===== src/hw/rtl/itda_pkg.sv =====
// package for the integer to decimal ascii unit
// holds the sequencer state type and the character constants, no dependencies
`default_nettype none

package itda_pkg;

    localparam int VALUE_BITS_DEF = 32;
    localparam int CHAR_BITS      = 7;

    localparam logic [CHAR_BITS-1:0] DIGIT_BASE = 7'h30;
    localparam logic [CHAR_BITS-1:0] MINUS_CHAR = 7'h2d;
    localparam logic [3:0]           DIGIT_MAX  = 4'd9;
    localparam logic [3:0]           ADD3_MIN   = 4'd5;
    localparam logic [3:0]           ADD3_VAL   = 4'd3;

    typedef enum logic [1:0] {
        S_IDLE,
        S_CONV,
        S_SIGN,
        S_DIGIT
    } t_state;

endpackage

`default_nettype wire


===== src/hw/rtl/int_to_decimal_ascii_unit.sv =====
// integer to decimal ascii unit, top level
// shift-and-add-3 converter with a character sequencer, depends on itda_pkg
`default_nettype none

// Converts a signed integer of VALUE_BITS bits into its decimal ASCII text, one
// character per output item, most significant first, with o_last_char on the final
// character. Negative values start with '-', zero gives "0", and the most negative
// value converts correctly through its unsigned magnitude. A single add-3 and shift
// unit runs once per magnitude bit, then the sequencer emits the sign if any and
// steps through every decimal digit position, skipping leading zeros without
// output; it waits before each character while the output side stalls. o_stall is high for the
// whole time an item is in work; the last character sits in an output register so the
// next item can be taken meanwhile.

module int_to_decimal_ascii_unit
    import itda_pkg::*;
#(
    parameter int VALUE_BITS = VALUE_BITS_DEF
) (
    input  wire                        i_clk,
    input  wire                        i_rst_n,
    input  wire                        i_valid,
    output logic                       o_stall,
    input  wire  [VALUE_BITS-1:0]      i_value,
    output logic                       o_valid,
    input  wire                        i_stall,
    output logic [CHAR_BITS-1:0]       o_character,
    output logic                       o_last_char
);

    localparam int ND = (VALUE_BITS * 30103) / 100000 + 1;
    localparam int BW = 4 * ND;
    localparam int CW = $clog2(VALUE_BITS);
    localparam int DW = $clog2(ND);

    t_state                r_state, n_state;
    logic [VALUE_BITS-1:0] r_mag, n_mag;
    logic [BW-1:0]         r_bcd, n_bcd;
    logic [CW-1:0]         r_cnt, n_cnt;
    logic [DW-1:0]         r_dig, n_dig;
    logic                  r_neg, n_neg;
    logic                  r_started, n_started;
    logic                  r_ovalid, n_ovalid;
    logic [CHAR_BITS-1:0]  r_char, n_char;
    logic                  r_last, n_last;

    logic [BW-1:0]         w_adj;
    logic [3:0]            w_top;
    logic                  w_free;
    logic                  w_is_last;
    logic                  w_accept;

    assign w_accept    = i_valid && !o_stall;
    assign w_free      = !r_ovalid || !i_stall;
    assign w_top       = r_bcd[BW-1 -: 4];
    assign w_is_last   = (r_dig == DW'(ND - 1));

    assign o_stall     = (r_state != S_IDLE);
    assign o_valid     = r_ovalid;
    assign o_character = r_char;
    assign o_last_char = r_last;

    // add 3 to every bcd digit of five or more
    always_comb begin
        for (int d = 0; d < ND; d++) begin
            if (r_bcd[4*d +: 4] >= ADD3_MIN) begin
                w_adj[4*d +: 4] = r_bcd[4*d +: 4] + ADD3_VAL;
            end else begin
                w_adj[4*d +: 4] = r_bcd[4*d +: 4];
            end
        end
    end

    always_ff @(posedge i_clk) begin
        if (!i_rst_n) begin
            r_state   <= S_IDLE;
            r_ovalid  <= 1'b0;
            r_started <= 1'b0;
            r_cnt     <= '0;
            r_dig     <= '0;
        end else begin
            r_state   <= n_state;
            r_ovalid  <= n_ovalid;
            r_started <= n_started;
            r_cnt     <= n_cnt;
            r_dig     <= n_dig;
        end
        r_mag  <= n_mag;
        r_bcd  <= n_bcd;
        r_neg  <= n_neg;
        r_char <= n_char;
        r_last <= n_last;
    end

    always_comb begin
        n_state   = r_state;
        n_mag     = r_mag;
        n_bcd     = r_bcd;
        n_cnt     = r_cnt;
        n_dig     = r_dig;
        n_neg     = r_neg;
        n_started = r_started;
        n_char    = r_char;
        n_last    = r_last;
        n_ovalid  = r_ovalid && i_stall;
        case (r_state)
            S_IDLE: begin
                if (w_accept) begin
                    n_neg   = i_value[VALUE_BITS-1];
                    n_mag   = i_value[VALUE_BITS-1] ? (~i_value + 1'b1) : i_value;
                    n_bcd   = '0;
                    n_cnt   = '0;
                    n_state = S_CONV;
                end
            end
            S_CONV: begin
                n_bcd = {w_adj[BW-2:0], r_mag[VALUE_BITS-1]};
                n_mag = {r_mag[VALUE_BITS-2:0], 1'b0};
                n_cnt = r_cnt + 1'b1;
                if (r_cnt == CW'(VALUE_BITS - 1)) begin
                    n_dig     = '0;
                    n_started = 1'b0;
                    n_state   = r_neg ? S_SIGN : S_DIGIT;
                end
            end
            S_SIGN: begin
                if (w_free) begin
                    n_ovalid = 1'b1;
                    n_char   = MINUS_CHAR;
                    n_last   = 1'b0;
                    n_state  = S_DIGIT;
                end
            end
            S_DIGIT: begin
                if (w_top != 4'd0 || r_started || w_is_last) begin
                    if (w_free) begin
                        n_ovalid  = 1'b1;
                        n_char    = DIGIT_BASE + {3'b000, w_top};
                        n_last    = w_is_last;
                        n_started = 1'b1;
                        n_bcd     = {r_bcd[BW-5:0], 4'd0};
                        n_dig     = r_dig + 1'b1;
                        if (w_is_last) begin
                            n_state = S_IDLE;
                        end
                    end
                end else begin
                    // leading zero, skipped
                    n_bcd = {r_bcd[BW-5:0], 4'd0};
                    n_dig = r_dig + 1'b1;
                end
            end
            default: begin
                n_state = S_IDLE;
            end
        endcase
    end

    a_char_legal: assert property (@(posedge i_clk) disable iff (!i_rst_n)
        r_ovalid |-> (r_char == MINUS_CHAR ||
                      (r_char >= DIGIT_BASE && r_char <= DIGIT_BASE + {3'b000, DIGIT_MAX})))
        else $error("output character is neither minus nor digit");

    a_last_digit: assert property (@(posedge i_clk) disable iff (!i_rst_n)
        (r_ovalid && r_last) |-> (r_char != MINUS_CHAR))
        else $error("text ends on a minus sign");

    a_sign_neg: assert property (@(posedge i_clk) disable iff (!i_rst_n)
        (r_state == S_SIGN) |-> r_neg)
        else $error("sign emitted for non-negative item");

    a_accept_conv: assert property (@(posedge i_clk) disable iff (!i_rst_n)
        w_accept |=> (r_state == S_CONV && r_cnt == '0))
        else $error("accepted item did not start conversion");

    a_hold_stall: assert property (@(posedge i_clk) disable iff (!i_rst_n)
        (r_ovalid && i_stall) |=> (r_ovalid && $stable(r_char) && $stable(r_last)))
        else $error("stalled output item changed");

endmodule

`default_nettype wire


===== config.mk =====
export PLATFORM = sky130hd
export DESIGN_NAME = int_to_decimal_ascii_unit
export DESIGN_NICKNAME = d
export VERILOG_FILES = /design/src/hw/rtl/itda_pkg.sv /design/src/hw/rtl/int_to_decimal_ascii_unit.sv
export SDC_FILE = /design/constraint.sdc
export NUM_CORES = 1
export LEC_CHECK = 0
export ABC_AREA = 1
export BUFFER_PORTS_ARGS = -buffer_cell sky130_fd_sc_hd__buf_2
export CAP_MARGIN = 40
export CORE_MARGIN = 3
export CORE_UTILIZATION = 45
export CTS_BUF_LIST = sky130_fd_sc_hd__clkbuf_8
export CTS_CLUSTER_DIAMETER = 50
export DETAILED_ROUTE_END_ITERATION = 7
export HOLD_SLACK_MARGIN = 0.08
export PLACE_DENSITY_LB_ADDON = 0.1
export SETUP_SLACK_MARGIN = 0.05
export SYNTH_ARGS = -nofsm -noshare
export SYNTH_HDL_FRONTEND = slang
export SYNTH_SLANG_ARGS = --single-unit

===== constraint.sdc =====
create_clock -name i_clk -period 6 [get_ports i_clk]
set_clock_uncertainty 0.1 [all_clocks]
set_input_delay 0.6 -clock i_clk [delete_from_list [all_inputs] [get_ports i_clk]]
set_output_delay 0.6 -clock i_clk [all_outputs]
set_load 0.02 [all_outputs]

==> results of run 1 <==
==> cell usage in the layout (no fill, tap or decap), drive strengths merged, types with 11 or more instances in the layout <==
cell / synthesis / final
inv: 103 / 106
o32ai: 12 / 12
buf: 13 / 49
a21oi: 50 / 50
edfxtp: 79 / 79
nor2: 100 / 100
clkbuf: 9 / 11
nand3: 55 / 55
ha: 31 / 31
nand2: 145 / 145
o21ai: 79 / 79
dfxtp: 13 / 13
==> flip-flops by register name (all words and copies together), names as in the netlist <==
register / flops
r_bcd: 40
o_character: 5
r_cnt: 5
o_last_char: 1
r_state: 2
o_valid: 1
r_started: 1
r_mag: 32
r_dig: 4
r_neg: 1
==> final cells by class <==
| type | count | area, um2 | share of cell area |
|---|---|---|---|
| Clock buffer | 11 | 151 | 0.0235 |
| Clock inverter | 5 | 21.3 | 0.00330 |
| Inverter | 103 | 387 | 0.0599 |
| Multi-Input combinational cell | 520 | 2750 | 0.426 |
| Sequential cell | 92 | 2630 | 0.408 |
| Tap cell | 172 | 215 | 0.0334 |
| Timing Repair Buffer | 49 | 293 | 0.0454 |
==> logic make-up (layout without fill, tap and decap cells) <==
group                    Yosys count  after routing  share of synthesized area
other                              2              2                    0.00128
buffers and inverters            125            168                     0.0858
adder cells (fa/ha/maj)           31             31                     0.0659
AND/OR/NAND/NOR                  323            323                      0.239
XOR/XNOR                          10             10                     0.0149
flip-flops                        92             92                      0.447
AO/OA/AOI/OAI                    154            154                      0.147
==> stage by stage <==
step / setup slack [ps] / area (um2) / total power [mW] / util / hold WS [ps]
after detailed placement: 3700 / 6280 / 2.39 / 0.494 / 366
final: 3680 / 6450 / 2.77 / 0.507 / 377
after global routing: 3490 / 6450 / 3.02 / 0.507 / 408
after CTS: 3710 / 6450 / 2.79 / 0.507 / 380
after global placement: 3600 / 6230 / 2.33 / 0.490 / 353
after floorplan: 3610 / 5890 / 2.06 / - / 339
==> routing by layer <==
| layer | GRT usage | up-vias |
|---|---|---|
| met3 | 0.0398 | 15 |
| met5 | 0 | - |
| met1 | 0.251 | 2276 |
| li1 | - | 2554 |
| met4 | 0.0609 | 0 |
| met2 | 0.295 | 110 |
==> worst max-delay path, cell delays in order (launching register included) <==
cell,delay (ps)
dfxtp_1,440
ha_1,560
nor2_1,140
nor3_1,710
==> worst max path at each step <==
| stage | startpoint | endpoint | slack, ps | cells past startpoint |
|---|---|---|---|---|
| after floorplan | r_state[0] | r_bcd[0] | 3610 | 7 |
| after global placement | r_state[0] | r_started | 3600 | 7 |
| after detailed placement | i_value[31] | r_mag[18] | 3700 | 8 |
| after CTS | r_state[0] | o_last_char | 3710 | 3 |
| final | r_state[0] | o_last_char | 3680 | 3 |
| after global routing | r_state[0] | o_last_char | 3490 | 3 |
==> power groups by stage <==
stage | combinational, mW | clock, mW | sequential, mW
2_1_floorplan | 0.832 | 0 | 1.23
3_3_place_gp | 1.09 | 0 | 1.25
3_5_place_dp | 1.14 | 0 | 1.25
4_1_cts | 1.15 | 0.401 | 1.24
5_1_grt | 1.32 | 0.426 | 1.28
6_report | 1.14 | 0.388 | 1.24
==> qor.yml, run 1 <==
finalHoldViolCount: 0
p_per_area_mw_per_mm2: 430
yosys_warnings: 0
vias: 4955
yosys.area.top_type_share: 0.403
ys_seq_area_frac: 0.447
grt_pass1_vias: 4573
post_cts_resized: 0
clkTransAtPathRegs_ps: 100
power_frac_clock: 0.140
placementRows: 41
async_flop_share: 0
stdcell_count: 952
ant_nets: 0
synth_edf_count: 79
setup_viol_count_final: 0
grt_pass1_wl_um: 21700
initial_core_util: 0.463
p_sw_mw: 1.15
dpl.cell_count: 936
wl_met3_um: 590
wl_per_cell_um: 13.6
postCtsSetupBuffers: 0
io_pins: 46
slew_headroom: 0.437
firstDrtPassIters: 5
status: "finished clean"
die_area_mm2: 0.0145
cp.required_ps: 5900
synthToLayoutAreaGrowth_pct: 9.54
globalRouteTotalUtil: 0.185
power_frac_comb: 0.412
worstMarginPinSlew_ps: 839
synth.ff_latch_count: 92
r2r_end: "o_last_char"
cts_hold_buf: 0
drc: 0
grt-ovfl-total: 0
num_antenna_cells: 0
netSwitchingFraction: 0.416
vias_per_cell: 5.20
clkLatencyLatePin_ps: 370
cp-start-kind: "register"
final_layout_size_suffix_gt1_frac: 0.115
hp-class: "register to register"
wl_met2_um: 5900
fmax_mhz: 431
finalCriticalPeriod_ps: 2320
ir_worst_vdd_mv: 0.137
min_to: "r_cnt[4]"
pwr-share-seq: 0.448
wl_met1_um: 6320
top_layer: "met4"
cp_max_fo: 15
slew_viol_final: 0
reg2reg_from: "r_state[0]"
rsz0062_at_grt: "false"
p_leak_nw: 2.77
ctsHtreeMaxLevel: 3
syn-instance-count: 737
grt_max_degree: 41
crit_type: "register to register"
maxCapViolCount: 0
port_buffers: 43
synth_area_leaders: "edfxtp_1 (40%), nand2_1 (8.9%), ha_1 (6.6%)"
syn_nets: 804
die_h_um: 120
die_w_um: 120
cts_root_buf: "clkbuf_8"
cts_made_buffers: 9
synth_top_cell_by_area: "edfxtp_1"
ff2ff_path_depth: 3
fillCellCount: 1305
cts_tree: "yes"
synth_common_cells: "nand2_1 (140), inv_1 (97), nor2_1 (92)"
endpoint_kind: "register"
antenna_found_initial: 0
gp_congestion: 0.860
drt_wl_total_um: 13000
synthFlopType: "edfxtp_1"
intPower_mw: 1.62
syn-cell-area_mm2: 0.00589
cp.arrival_ps: 2210
ys_types: 39
rrSetupSlack_ps: 3680
min_period_over_period: 0.386
setup_tns_ps: 0
clock-sinks: 92
synth_most_common_cell: "nand2_1"
cts_buffer_depth: 2
fin_nets: 842
holdPathStages: 2
fp.coreArea_mm2: 0.0127
avgSynthCellArea_um2: 7.99
drtIter0Drc: 334
hp-start: "r_cnt[4]"
dp_hpwl_um: 9310
Power figures use the tool's default switching activity.
==> run 2: changes to the inputs <==
clock period = 2 ns   (was 6 ns; I/O delays follow)
==> run 2 against run 1 <==
Net effect:
- core utilization increased by 1.2 points
- combinational power rose to 3.2 times the previous value
- worst hold slack got worse by 290 ps
- clock power increased to 2.9 times the previous value
==> qor.yml, run 2 (synthesis results as in run 1) <==
cp.required_ps: 1980  # -3920 ps
die_w_um: 120  # unchanged
placementRows: 41  # unchanged
cts_buffer_depth: 2  # unchanged
gp_congestion: 0.880  # +2.3%
clkTransAtPathRegs_ps: 90  # about the same
setup_tns_ps: 0  # unchanged
grt_pass1_vias: 4695  # +2.7%
finalHoldViolCount: 0  # unchanged
postCtsSetupBuffers: 0  # unchanged
slew_viol_final: 0  # unchanged
setup_ws_ps: 138  # -3540 ps
synthToLayoutAreaGrowth_pct: 12.2
initial_core_util: 0.463  # unchanged
rrSetupSlack_ps: 140  # -3540 ps
cts_made_buffers: 9  # unchanged
port_buffers: 43  # unchanged
fin_nets: 850  # +0.95%
cp.arrival_ps: 1840  # -370 ps
r2r_end: "r_bcd[0]"
antenna_found_initial: 0  # unchanged
crit_type: "register to register"
top_register: "r_bcd"
vias: 4943  # -0.24%
most-common-layout-cells: "nand2_1 (140), inv_1 (95), nor2_1 (92), edfxtp_1 (79), o21ai_0 (66)"
final_layout_size_suffix_gt1_frac: 0.137  # +0.0217
ff2ff_path_depth: 7  # +4
wl_per_cell_um: 13.1  # -3.5%
design_area_mm2: 0.00661  # +2.4%
crit_end: "r_bcd[0]"
dpl_cell_area_mm2: 0.00640  # +2.0%
reg.largest.list: "r_bcd (40), r_mag (32)"
rsz0062_at_grt: "false"
firstDrtPassIters: 5  # unchanged
p_per_area_mw_per_mm2: 1290  # +200%
setup_viol_count_final: 0  # unchanged
p_leak_nw: 2.83  # +2.2%
cp-start-kind: "register"
min_period_over_period: 0.931  # +0.545
ir_worst_vdd_mv: 0.481  # +250%
final_common_cell: "nand2_1"
dp_slack_ps: 134  # -3560 ps
clkLatencyLatePin_ps: 370  # about the same
fmax_mhz: 537  # +25%
vias_per_cell: 5.15  # -1.1%
finalCriticalPeriod_ps: 1860  # -457 ps
die_h_um: 120  # unchanged
drc: 0  # unchanged
cp-startpoint: "r_bcd[37]"
ant_nets: 0  # unchanged
hp-class: "input pin to register"
clock-sinks: 92  # unchanged
cts_root_buf: "clkbuf_8"
dp_hpwl_um: 9240  # -0.77%
cp_max_fo: 20  # +5
maxCapViolCount: 0  # unchanged
fp.coreArea_mm2: 0.0127  # unchanged
grt-ovfl-total: 0  # unchanged
drtIter0Drc: 355  # +6.3%
reg2reg_from: "r_bcd[37]"
endpoint_kind: "register"
grt_pass1_wl_um: 21400  # -1.5%
cts_tree: "yes"
drt_wl_total_um: 12600  # -2.7%
num_antenna_cells: 0  # unchanged
io_pins: 46  # unchanged
grt_max_degree: 41  # unchanged
die_area_mm2: 0.0145  # unchanged
status: "finished clean"
ctsHtreeMaxLevel: 3  # unchanged
largest_register_ffs: 40  # unchanged
fin_util: 0.519  # +0.0123
globalRouteTotalUtil: 0.180  # -0.00491
run 2: cell count changes in the layout (fill, tap and decap cells not counted), sizes merged:
cell / delta
clkinvlp: +1
clkbuf: +1
inv: +1
dlygate4sd3: +1
clkinv: -2
buf: +6
run 2: what timing repair did:
item | CTS | global route
hold buffers | 1 | 0
endpoints found under the hold margin | 5 | 0
setup endpoints to repair | 0 | 51
gates resized for setup | 0 | 4
run 2: stage by stage:
| step | instances | hold slack [ps] | total power, mW |
|---|---|---|---|
| 3_5_place_dp | 942 | 371 | 7.37 |
| 5_1_grt | 960 | 84.6 | 9.27 |
| 2_1_floorplan | 737 | 198 | 6.25 |
| 3_3_place_gp | 942 | 359 | 7.21 |
| 6_report | 960 | 83.9 | 8.52 |
| 4_1_cts | 959 | 82.9 | 8.52 |
run 2: critical path: stages (launching register included):
cell and delay, ps:
edfxtp_1 430, inv_1 160, ha_4 150, nand4_1 120, nand3_2 160, nand3_2 120
clkinvlp_4 130, clkbuf_16 200
run 2: metal layers:
metal	vias to the layer above	routed length, um	global-route usage
met3	14	553	0.0346
met5	-	0	0
met4	0	174	0.0581
li1	2569	-	-
met1	2251	5970	0.239
met2	109	5920	0.298
run 2: how the worst min path moves through the flow:
stage,from,endpoint,slack [ps],cells past startpoint
6_report,i_value[0],r_mag[0],80,3
5_1_grt,i_value[0],r_mag[0],80,3
4_1_cts,i_value[0],r_mag[0],80,3
3_5_place_dp,r_cnt[4],r_cnt[4],370,2
3_3_place_gp,r_cnt[4],r_cnt[4],360,2
2_1_floorplan,i_rst_n,o_valid,200,2
run 2: power breakdown:
part	switching [mW]	internal [mW]	leakage [nW]	total [mW]
Clock	0.632	0.499	0.106	1.13
Combinational	2.38	1.29	1.83	3.68
Sequential	0.453	3.26	0.895	3.71
run 2: layout make-up:
type | count | area (um2)
inverter | 103 | 390
clock buffer | 11 | 151
tap | 172 | 215
timing repair buffer | 57 | 403
fill | 1266 | 6110
multi-input combinational | 520 | 2790
sequential | 92 | 2640
clock inverter | 5 | 18.8
